### src/hdl/srr_pkg.sv
package srr_pkg;

  localparam int unsigned BUFFER_SLOTS = 32;
  localparam int unsigned CNT_W = (BUFFER_SLOTS > 1) ? $clog2(BUFFER_SLOTS) : 1;
  localparam logic [10:0] MAX_PAYLOAD = 11'd2047;
  localparam logic [CNT_W-1:0] LAST_SLOT = CNT_W'(BUFFER_SLOTS - 1);

  typedef enum logic [1:0] {
    KIND_STALE   = 2'd0,
    KIND_DUP_ACK = 2'd1,
    KIND_DELIVER = 2'd2,
    KIND_EOF     = 2'd3
  } kind_t;

  typedef enum logic [1:0] {
    ST_IDLE,
    ST_INSERT,
    ST_DRAIN,
    ST_FLUSH
  } state_t;

  // One parked segment as it travels around the ring of cells.
  typedef struct packed {
    logic        valid;
    logic [31:0] offset;
    logic [10:0] length;
    logic [7:0]  tag;
  } slot_t;

  typedef struct packed {
    kind_t       kind;
    logic [31:0] ack;
    logic [31:0] offset;
    logic [10:0] length;
    logic [7:0]  tag;
    logic        overflow;
    logic        last;
  } result_t;

endpackage

### src/hdl/srr_cell.sv
module srr_cell
  import srr_pkg::*;
(
  input  logic  clk,
  input  logic  rst_n,
  input  logic  shift,
  input  slot_t slot_in,
  output slot_t slot_out
);

  slot_t slot_r;
  slot_t slot_nxt;

  always_comb begin
    slot_nxt = shift ? slot_in : slot_r;
  end

  always_ff @(posedge clk) begin
    slot_r.offset <= slot_nxt.offset;
    slot_r.length <= slot_nxt.length;
    slot_r.tag    <= slot_nxt.tag;
    if (!rst_n) begin
      slot_r.valid <= 1'b0;
    end else begin
      slot_r.valid <= slot_nxt.valid;
    end
  end

  assign slot_out = slot_r;

endmodule

### src/hdl/srr_ctrl.sv
module srr_ctrl
  import srr_pkg::*;
(
  input  logic        clk,
  input  logic        rst_n,
  input  logic        in_valid,
  output logic        in_stall,
  input  logic [31:0] in_seq_number,
  input  logic [10:0] in_data_length,
  input  logic [7:0]  in_payload_tag,
  output logic        out_valid,
  input  logic        out_stall,
  output result_t     out_res,
  input  slot_t       head,
  output slot_t       tail,
  output logic        shift
);

  state_t           state_r, state_nxt;
  logic [CNT_W-1:0] cnt_r, cnt_nxt;
  logic             prog_r, prog_nxt;
  logic             placed_r, placed_nxt;
  logic [31:0]      exp_r, exp_nxt;
  logic [31:0]      ack_r, ack_nxt;
  logic             fin_r, fin_nxt;
  slot_t            ins_r, ins_nxt;
  result_t          hold_r, hold_nxt;
  result_t          out_r, out_nxt;
  logic             outv_r, outv_nxt;
  logic             out_free;
  logic [10:0]      len_c;
  logic [31:0]      head_end;
  logic             step_prog;

  assign out_free = !outv_r || !out_stall;
  assign in_stall = !(state_r == ST_IDLE && out_free);
  assign len_c = (in_data_length > MAX_PAYLOAD) ? MAX_PAYLOAD : in_data_length;
  assign head_end = head.offset + 32'(head.length);

  always_comb begin
    state_nxt  = state_r;
    cnt_nxt    = cnt_r;
    prog_nxt   = prog_r;
    placed_nxt = placed_r;
    exp_nxt    = exp_r;
    ack_nxt    = ack_r;
    fin_nxt    = fin_r;
    ins_nxt    = ins_r;
    hold_nxt   = hold_r;
    out_nxt    = out_r;
    outv_nxt   = outv_r && out_stall;
    tail       = head;
    shift      = 1'b0;
    step_prog  = 1'b0;

    unique case (state_r)
      ST_IDLE: begin
        if (in_valid && out_free && !fin_r) begin
          out_nxt = '0;
          out_nxt.last = 1'b1;
          cnt_nxt = '0;
          if (in_seq_number != exp_r) begin
            if (len_c == 11'd0) begin
              out_nxt.kind = KIND_EOF;
              out_nxt.ack  = in_seq_number;
              outv_nxt     = 1'b1;
              fin_nxt      = 1'b1;
            end else if (in_seq_number < exp_r) begin
              out_nxt.kind = KIND_STALE;
              out_nxt.ack  = in_seq_number + 32'(len_c);
              outv_nxt     = 1'b1;
            end else begin
              hold_nxt      = '0;
              hold_nxt.kind = KIND_DUP_ACK;
              hold_nxt.ack  = ack_r;
              ins_nxt       = '{1'b1, in_seq_number, len_c, in_payload_tag};
              placed_nxt    = 1'b0;
              state_nxt     = ST_INSERT;
            end
          end else begin
            exp_nxt         = in_seq_number + 32'(len_c);
            ack_nxt         = exp_nxt;
            hold_nxt        = '0;
            hold_nxt.kind   = KIND_DELIVER;
            hold_nxt.ack    = exp_nxt;
            hold_nxt.offset = in_seq_number;
            hold_nxt.length = len_c;
            hold_nxt.tag    = in_payload_tag;
            prog_nxt        = 1'b0;
            state_nxt       = ST_DRAIN;
          end
        end
      end

      ST_INSERT: begin
        shift = 1'b1;
        if (!head.valid && !placed_r) begin
          tail       = ins_r;
          placed_nxt = 1'b1;
        end
        cnt_nxt = cnt_r + 1'b1;
        if (cnt_r == LAST_SLOT) begin
          hold_nxt.overflow = !placed_nxt;
          state_nxt         = ST_FLUSH;
        end
      end

      ST_DRAIN: begin
        if (head.valid && head.offset == exp_r) begin
          // A match pushes the held result out, so it waits for a free output.
          if (out_free) begin
            shift           = 1'b1;
            step_prog       = 1'b1;
            out_nxt         = hold_r;
            out_nxt.last    = 1'b0;
            outv_nxt        = 1'b1;
            exp_nxt         = head_end;
            ack_nxt         = head_end;
            hold_nxt        = '0;
            hold_nxt.kind   = KIND_DELIVER;
            hold_nxt.ack    = head_end;
            hold_nxt.offset = head.offset;
            hold_nxt.length = head.length;
            hold_nxt.tag    = head.tag;
            tail.valid      = 1'b0;
          end
        end else begin
          shift = 1'b1;
          if (head.valid && head.offset < exp_r) begin
            tail.valid = 1'b0;
          end
        end
        if (shift) begin
          cnt_nxt  = cnt_r + 1'b1;
          prog_nxt = prog_r || step_prog;
          if (cnt_r == LAST_SLOT) begin
            cnt_nxt  = '0;
            prog_nxt = 1'b0;
            if (!(prog_r || step_prog)) begin
              state_nxt = ST_FLUSH;
            end
          end
        end
      end

      ST_FLUSH: begin
        if (out_free) begin
          out_nxt      = hold_r;
          out_nxt.last = 1'b1;
          outv_nxt     = 1'b1;
          state_nxt    = ST_IDLE;
        end
      end

      default: state_nxt = ST_IDLE;
    endcase
  end

  always_ff @(posedge clk) begin
    ins_r    <= ins_nxt;
    hold_r   <= hold_nxt;
    out_r    <= out_nxt;
    placed_r <= placed_nxt;
    if (!rst_n) begin
      state_r <= ST_IDLE;
      cnt_r   <= '0;
      prog_r  <= 1'b0;
      exp_r   <= '0;
      ack_r   <= '0;
      fin_r   <= 1'b0;
      outv_r  <= 1'b0;
    end else begin
      state_r <= state_nxt;
      cnt_r   <= cnt_nxt;
      prog_r  <= prog_nxt;
      exp_r   <= exp_nxt;
      ack_r   <= ack_nxt;
      fin_r   <= fin_nxt;
      outv_r  <= outv_nxt;
    end
  end

  assign out_valid = outv_r;
  assign out_res   = out_r;

  a_shift_busy: assert property (@(posedge clk) disable iff (!rst_n)
    shift |-> (state_r == ST_INSERT || state_r == ST_DRAIN))
    else $error("ring rotated while no scan was running");

  a_flush_last: assert property (@(posedge clk) disable iff (!rst_n)
    (state_r == ST_FLUSH && out_free) |=> (outv_r && out_r.last))
    else $error("flush did not present the closing result");

  a_fin_sticky: assert property (@(posedge clk) disable iff (!rst_n)
    fin_r |=> fin_r)
    else $error("end of file flag cleared");

  a_scan_stall: assert property (@(posedge clk) disable iff (!rst_n)
    (state_r != ST_IDLE) |-> in_stall)
    else $error("input taken during a scan");

endmodule

### src/hdl/segment_reorder_receiver_top.sv
// Channel | Direction | Handshake          | Payload
// in_     | input     | in_valid/in_stall  | seq_number, data_length, payload_tag
// out_    | output    | out_valid/out_stall| kind, ack, deliver fields, overflow, last
//
// A stale, end-of-file or finished transaction needs no turn of the ring.
// An early segment takes one full turn of the ring.
// An in-order segment takes one or more turns of the ring, where each
// turn of the ring is one pass over the slot cells and passes repeat while
// segments drain; output stalls on a delivery freeze the ring.
// Reset is synchronous and clears the slot valid bits and the control state apart from the placed flag.
module segment_reorder_receiver_top
  import srr_pkg::*;
(
  input  logic        clk,
  input  logic        rst_n,
  input  logic        in_valid,
  output logic        in_stall,
  input  logic [31:0] in_seq_number,
  input  logic [10:0] in_data_length,
  input  logic [7:0]  in_payload_tag,
  output logic        out_valid,
  input  logic        out_stall,
  output logic [1:0]  out_result_kind,
  output logic [31:0] out_ack_number,
  output logic [31:0] out_deliver_offset,
  output logic [10:0] out_deliver_length,
  output logic [7:0]  out_deliver_tag,
  output logic        out_buffer_overflow,
  output logic        out_last_of_run
);

  // The slot table is a ring of cells that rotates toward cell zero. The
  // controller inspects cell zero and feeds the possibly updated entry back
  // into the last cell, so one full turn visits every slot in slot order and
  // leaves the ring aligned again.
  slot_t   ring [BUFFER_SLOTS];
  slot_t   tail;
  logic    shift;
  result_t res;

  for (genvar i = 0; i < BUFFER_SLOTS; i++) begin : g_cell
    slot_t nb;
    if (i == BUFFER_SLOTS - 1) begin : g_wrap
      assign nb = tail;
    end else begin : g_next
      assign nb = ring[i+1];
    end
    srr_cell u_cell (
      .clk      (clk),
      .rst_n    (rst_n),
      .shift    (shift),
      .slot_in  (nb),
      .slot_out (ring[i])
    );
  end

  // The controller holds the expected offset, the last ack and one pending
  // result, so it can mark the final result of a drain once a pass ends with no delivery.
  srr_ctrl u_ctrl (
    .clk            (clk),
    .rst_n          (rst_n),
    .in_valid       (in_valid),
    .in_stall       (in_stall),
    .in_seq_number  (in_seq_number),
    .in_data_length (in_data_length),
    .in_payload_tag (in_payload_tag),
    .out_valid      (out_valid),
    .out_stall      (out_stall),
    .out_res        (res),
    .head           (ring[0]),
    .tail           (tail),
    .shift          (shift)
  );

  assign out_result_kind     = res.kind;
  assign out_ack_number      = res.ack;
  assign out_deliver_offset  = res.offset;
  assign out_deliver_length  = res.length;
  assign out_deliver_tag     = res.tag;
  assign out_buffer_overflow = res.overflow;
  assign out_last_of_run     = res.last;

endmodule
### config.mk
export PLATFORM = sky130hd
export DESIGN_NAME = segment_reorder_receiver_top
export DESIGN_NICKNAME = d
export VERILOG_FILES = /design/src/hdl/srr_pkg.sv /design/src/hdl/srr_cell.sv /design/src/hdl/srr_ctrl.sv /design/src/hdl/segment_reorder_receiver_top.sv
export SDC_FILE = /design/constraint.sdc
export NUM_CORES = 2
export LEC_CHECK = 0
export BUFFER_PORTS_ARGS = -buffer_cell sky130_fd_sc_hd__buf_2
export CORE_ASPECT_RATIO = 0.5
export CORE_UTILIZATION = 40
export CTS_BUF_LIST = sky130_fd_sc_hd__clkbuf_4
export DETAILED_ROUTE_END_ITERATION = 8
export SYNTH_ARGS = -nofsm -noshare
export SYNTH_HDL_FRONTEND = slang
export SYNTH_HIERARCHICAL = 1
export SYNTH_SLANG_ARGS = --single-unit
### constraint.sdc
create_clock -name clk -period 132.5 [get_ports clk]
set_input_delay 13.25 -clock clk [delete_from_list [all_inputs] [get_ports clk]]
set_output_delay 13.25 -clock clk [all_outputs]
set_load 0.1 [all_outputs]
Yosys cells after proc, flatten, opt, wreduce, memory -nomap -nowiden. Index checks and enable logic that the tools add are counted. Widths: inputs -> output; s select.

Output and inout bits: 89. Memory bits (read-only): 0. Bits in latches: 0. Input port bits: 55. Register bits after elaboration: 1931. RAM bits: 0. Memories kept: 0. Word-level logic and storage cells: 279.

Bitwise operators: 2. Div/mod/pow operators: 0. Reductions and logical operators: 32. Multiply operators: 0. Magnitude comparators: 3. Muxes and demuxes: 68. $add $sub $neg: 3. Shifts and indexed selects: 0. Eq/ne operators: 20.

Operators with widths (count): $mux 87 (10); $pmux 87 s3 (1); $pmux 85 s2 (1); $mux 32 (5); $mux 34 (2); $add 32x11->32 (2); $lt 32x32->1 (2); $pmux 32 s2 (1); $mux 52 (1); $mux 51 (1); $eq 32x32->1 (1); $ne 32x32->1 (1); $mux 1 (25); $reduce_and 5->1 (4); $mux 2 (9); $mux 5 (3); $pmux 5 s3 (1); $ne 2x2->1 const B (7); $gt 11x11->1 const B (1); $logic_not 11->1 (1); $mux 11 (1); $ne 2x1->1 const B (5); $pmux 1 s2 (4); $pmux 2 s4 (1); other kinds (18) (38).

Logic depth before layout (Yosys ltp).
Depth in word-level cells: 10. Gate-level depth with buffers: 11. Mapped depth without buffers: 11.

Hierarchy. The synthesis kept the hierarchy.

By module, submodules not included: srr_cell (seq. area each 1551.5 µm², area an instance 1567.8 µm², cells each 54, instances 32); srr_ctrl (seq. area each 7597.3 µm², area an instance 15711.3 µm², cells each 1560, instances 1).

Worst setup path before layout. Ideal clock, no wire load.

Path type: in2reg. Start point: in out_stall. End point: reg g_cell[0].u_cell.slot_r (netlist bit g_cell[0].u_cell/slot_out[51]). Arrival time: 108.540 ns. Slack: 23.742 ns. Setup time: 0.218 ns. Buffers on the path: 1. Cell stages on the path: 5. Data required time: 132.282 ns. Cell sequence: and2_1 -> clkbuf_1 -> a31oi_1 -> mux2i_1 -> nor2b_1.

Longest elaborated chain between the ends: 6.

RTL lines: start, declared (line segment_reorder_receiver_top.sv:22) `input logic out_stall,`; $logic_not 1->1 (line srr_ctrl.sv:35) `assign out_free = !outv_r || !out_stall;`; $logic_or 1x1->1 (line srr_ctrl.sv:35); $mux 1 (line srr_ctrl.sv:111) `if (out_free) begin`; $mux 1 (line srr_ctrl.sv:109) `if (head.valid && head.offset == exp_r) begin`; $mux 1 (line srr_ctrl.sv:56) `unique case (state_r)`; $pmux 1 s2 (line srr_ctrl.sv:56); named net shift (line segment_reorder_receiver_top.sv:38) `logic shift;`; end, declared (line srr_cell.sv:11) `slot_t slot_r;`.

The timed path passes the listed nets, and every way through them passes these cells. The select of a mux whose other input is x is not followed. A chain may end at the register's enable or synchronous reset.

Worst setup path in the final report.
Start point: in out_stall. End point: out in_stall.

Longest elaborated chain between the ends: 4.

RTL lines: $logic_not 1->1 (line srr_ctrl.sv:35); $logic_or 1x1->1 (line srr_ctrl.sv:35); $logic_and 1x1->1 (line srr_ctrl.sv:36) `assign in_stall = !(state_r == ST_IDLE && out_free);`; $logic_not 1->1 (line srr_ctrl.sv:36); end, declared (line segment_reorder_receiver_top.sv:17) `output logic in_stall,`.

No other way between the ends.

==> results_dict.tcl <==
set metrics [dict create \
    dieArea_um2 166000 \
    slowest_stage "buf_2" \
    status "finished clean" \
    h-tree-depth 5 \
    worst_pin_slew_ns 1.21 \
    post_cts_buffers 0 \
    cts_num_sinks 1931 \
    p_switching_uw 474 \
    grt_pass1_vias 31100 \
    drc 0 \
    fin_crit_ns 27.37 \
    yosysWarnings 6 \
    netlist_area_um2 65900 \
    fin_nets 3965 \
    cts.path.max_buffers 4 \
    max_cap_viol_count 0 \
    yosys-top-cells-area "edfxtp_1, dfxtp_1, ha_1" \
    required_ns 119.25 \
    hold_class "flip-flop to flip-flop" \
    stdcell_area_um2 74800 \
    grt_max_degree 190 \
    r2r_cells 8 \
    clock_latency_ns 1.29 \
    final-hold-violation-count 0 \
    wl_mm 122 \
    p_seq_frac 0.555 \
    fp.dieW_um 576 \
    clkTransAtPathRegs_ns 0.07 \
    swShare 0.299 \
    crit_path_end_kind "output port" \
    dr.pass1.iters 6 \
    r2r_end "g_cell[17].u_cell/slot_out[15]" \
    crit_buf_inv 2 \
    boundaryPins 144 \
    overflow 0 \
    drive_gt1_frac 0.230 \
    intPower_uw 1110 \
    area_delta_synth_final_pct 13.5 \
    setup_viol 0 \
    arrival_ns 14.12 \
    cts_tree "yes" \
    synth-main-ff-cell "edfxtp_1" \
    die_y_um 289 \
    via_count 30800 \
    path_class "primary input to output port" \
    antenna_found_initial 16 \
    yosysSeqAreaShare 0.869 \
    rsz0062_at_grt "false" \
    synth_top_area_cell "edfxtp_1" \
    power_density_nw_per_um2 21.2 \
    r2r_start "u_ctrl/state_r[1]" \
    peakVddDrop_mv 0.0156 \
    cp-startpoint "out_stall" \
    ys_seq_elements 1931 \
    syn-num-nets 3438 \
    grt.total_usage 0.146 \
    synth_top_area_share 0.846 \
    fin_skew_ns 0.104 \
    fmax_ghz 0.0365 \
    synth_edf_count 1857 \
    hpwl_mm 69.0 \
    cp-start-kind "primary input" \
    start_util 0.406 \
    p_leak_uw 0.0247 \
    combPwrFrac 0.162 \
    power_frac_clock 0.283 \
    finalCritPeriodShare 0.207 \
    gp_congestion 0.862 \
    path_depth 4 \
    wl_per_cell_um 19.4 \
    synth-async-reset-ratio 0 \
    vias_per_cell 4.89 \
    endpoint "in_stall" \
    crit_fanout 6 \
    cts_buffers 433 \
    post_cts_resized 0 \
    core-area_um2 162000 \
    yosysUniqueCellTypes 68 \
    r2r_slack_ns 125.27 \
    slew_headroom 0.196 \
    ant_nets 0 \
    grt_pass1_wl_mm 185 \
    syn_area_per_cell_um2 20.0 \
    crit_chain "buf_2 -> nand2_1 -> nand2_1 -> buf_2" \
    cp_slowest_stage_delay_ns 0.44 \
    fp-row-count 104 \
    setup_tns_ns 0 \
    placed_cell_area_um2 69400 \
    critPathTopFamily "buffers and inverters" \
    synth_cells 3288 \
    root_buffer "clkbuf_4" \
    slew_viol_final 0 \
    hold_buffers 0 \
    port_buffers 143 \
    drt-initial-drc-count 2739 \
]
## registers in the layout, indices dropped and copies added (netlist names)
name	cells
g_cell.u_cell/slot_out	1664
u_ctrl/out_res	87
u_ctrl/hold_r	86
u_ctrl/ins_r	51
u_ctrl/ack_r	32
u_ctrl/cnt_r	5
u_ctrl/state_r	2
u_ctrl/fin_r	1
u_ctrl/out_valid	1
u_ctrl/placed_r	1
u_ctrl/prog_r	1
## cell usage after synthesis (all sizes together) (16+ instances only)
library cell,count
edfxtp,1857
nand2,202
o21ai,123
ha,93
a21oi,86
nor2,85
clkbuf,78
dfxtp,74
inv,64
and2,59
mux2i,57
mux2,48
nand3,47
nor2b,41
nand4,39
a21o,33
xnor2,30
nor3,24
a31oi,21
xor2,20
buf,18
and3,16
## worst reg2reg max path, delay by kind of cell, from the launching register on
kind	cells	cell delay, ns
buffers and inverters	5	4.49
DFF	1	0.32
adders and majority gates	1	0.80
AOI/OAI and AO/OA	2	1.15
## layer usage
layer / up-vias / share of wire / global-route usage
li1: 14100 / - / -
met5: - / 0 / 0
met3: 292 / 0.053 / 0.0337
met1: 15500 / 0.47 / 0.205
met4: 0 / 0.037 / 0.0777
met2: 925 / 0.44 / 0.214
## power groups by stage
stage	clock, µW	sequential [µW]	combinational, µW
floorplan	0	1450	121
global placement	0	891	254
detailed placement	0	895	259
CTS	470	884	260
global route	500	893	272
finish	450	881	257
## cells by family (layout without fill, tap and decap cells)
kind of cell               after synthesis  after routing  synth area share
DFF                                   1931           1931             0.869
and+or+nand+nor                        556            556            0.0415
AOI/OAI and AO/OA                      390            390            0.0383
buffers and inverters                  161            996           0.00950
muxes                                  105            105            0.0169
adders and majority gates               95             95            0.0183
xor gates and xnor gates                50             50           0.00665
other                                    0             12                 0
## how the worst min path moves through the flow
| stage | from | to | slack [ns] | cells past startpoint |
|---|---|---|---|---|
| after global routing | g_cell[11].u_cell/slot_out[21] | g_cell[10].u_cell/slot_out[21] | 0.34 | 0 |
| after floorplan | g_cell[1].u_cell/slot_out[0] | g_cell[0].u_cell/slot_out[0] | 0.40 | 0 |
| after detailed placement | g_cell[1].u_cell/slot_out[12] | g_cell[0].u_cell/slot_out[12] | 0.40 | 0 |
| final | g_cell[11].u_cell/slot_out[21] | g_cell[10].u_cell/slot_out[21] | 0.34 | 0 |
| after global placement | g_cell[4].u_cell/slot_out[44] | g_cell[3].u_cell/slot_out[44] | 0.40 | 0 |
| after CTS | g_cell[11].u_cell/slot_out[21] | g_cell[10].u_cell/slot_out[21] | 0.33 | 0 |
## cells in the final DEF (no fill, tap or decap), types with 20 or more instances in the layout
cell type  count
inv_1         63
o21ai_0      120
xnor2_1       30
dfxtp_1       73
mux2i_1       57
nor3_1        22
a21o_1        33
and2_1        59
xor2_1        20
nand2_1      202
ha_1          92
nor2_1        84
clkinv_1      63
buf_2        143
nand4_1       36
buf_4         44
edfxtp_1    1857
nor2b_1       41
clkbuf_4     662
nand3_1       46
mux2_2        48
a21oi_1       83
## final cells by class
| type | count | area [µm²] |
|---|---|---|
| fillers | 13700 | 87400 |
| flip-flops and latches | 1931 | 57200 |
| multi-input cells | 1196 | 8080 |
| clock buffers | 662 | 4970 |
| well taps | 2173 | 2720 |
| repair buffers | 188 | 1070 |
| clock inverters | 81 | 435 |
| inverters | 65 | 244 |
| diodes | 12 | 30.0 |
## through the flow
stage / total power (µW) / worst slack [ns] / util / hold slack [ns] / instances
after global routing: 1660 / 105.09 / 0.461 / 0.338 / 6304
after CTS: 1610 / 105.12 / 0.461 / 0.328 / 6296
after floorplan: 1570 / 23.74 / - / 0.400 / 3288
after global placement: 1140 / 105.06 / 0.428 / 0.401 / 5553
final: 1590 / 105.13 / 0.461 / 0.339 / 6308
after detailed placement: 1150 / 105.13 / 0.428 / 0.405 / 5553
(Power assumes the default switching activity.)
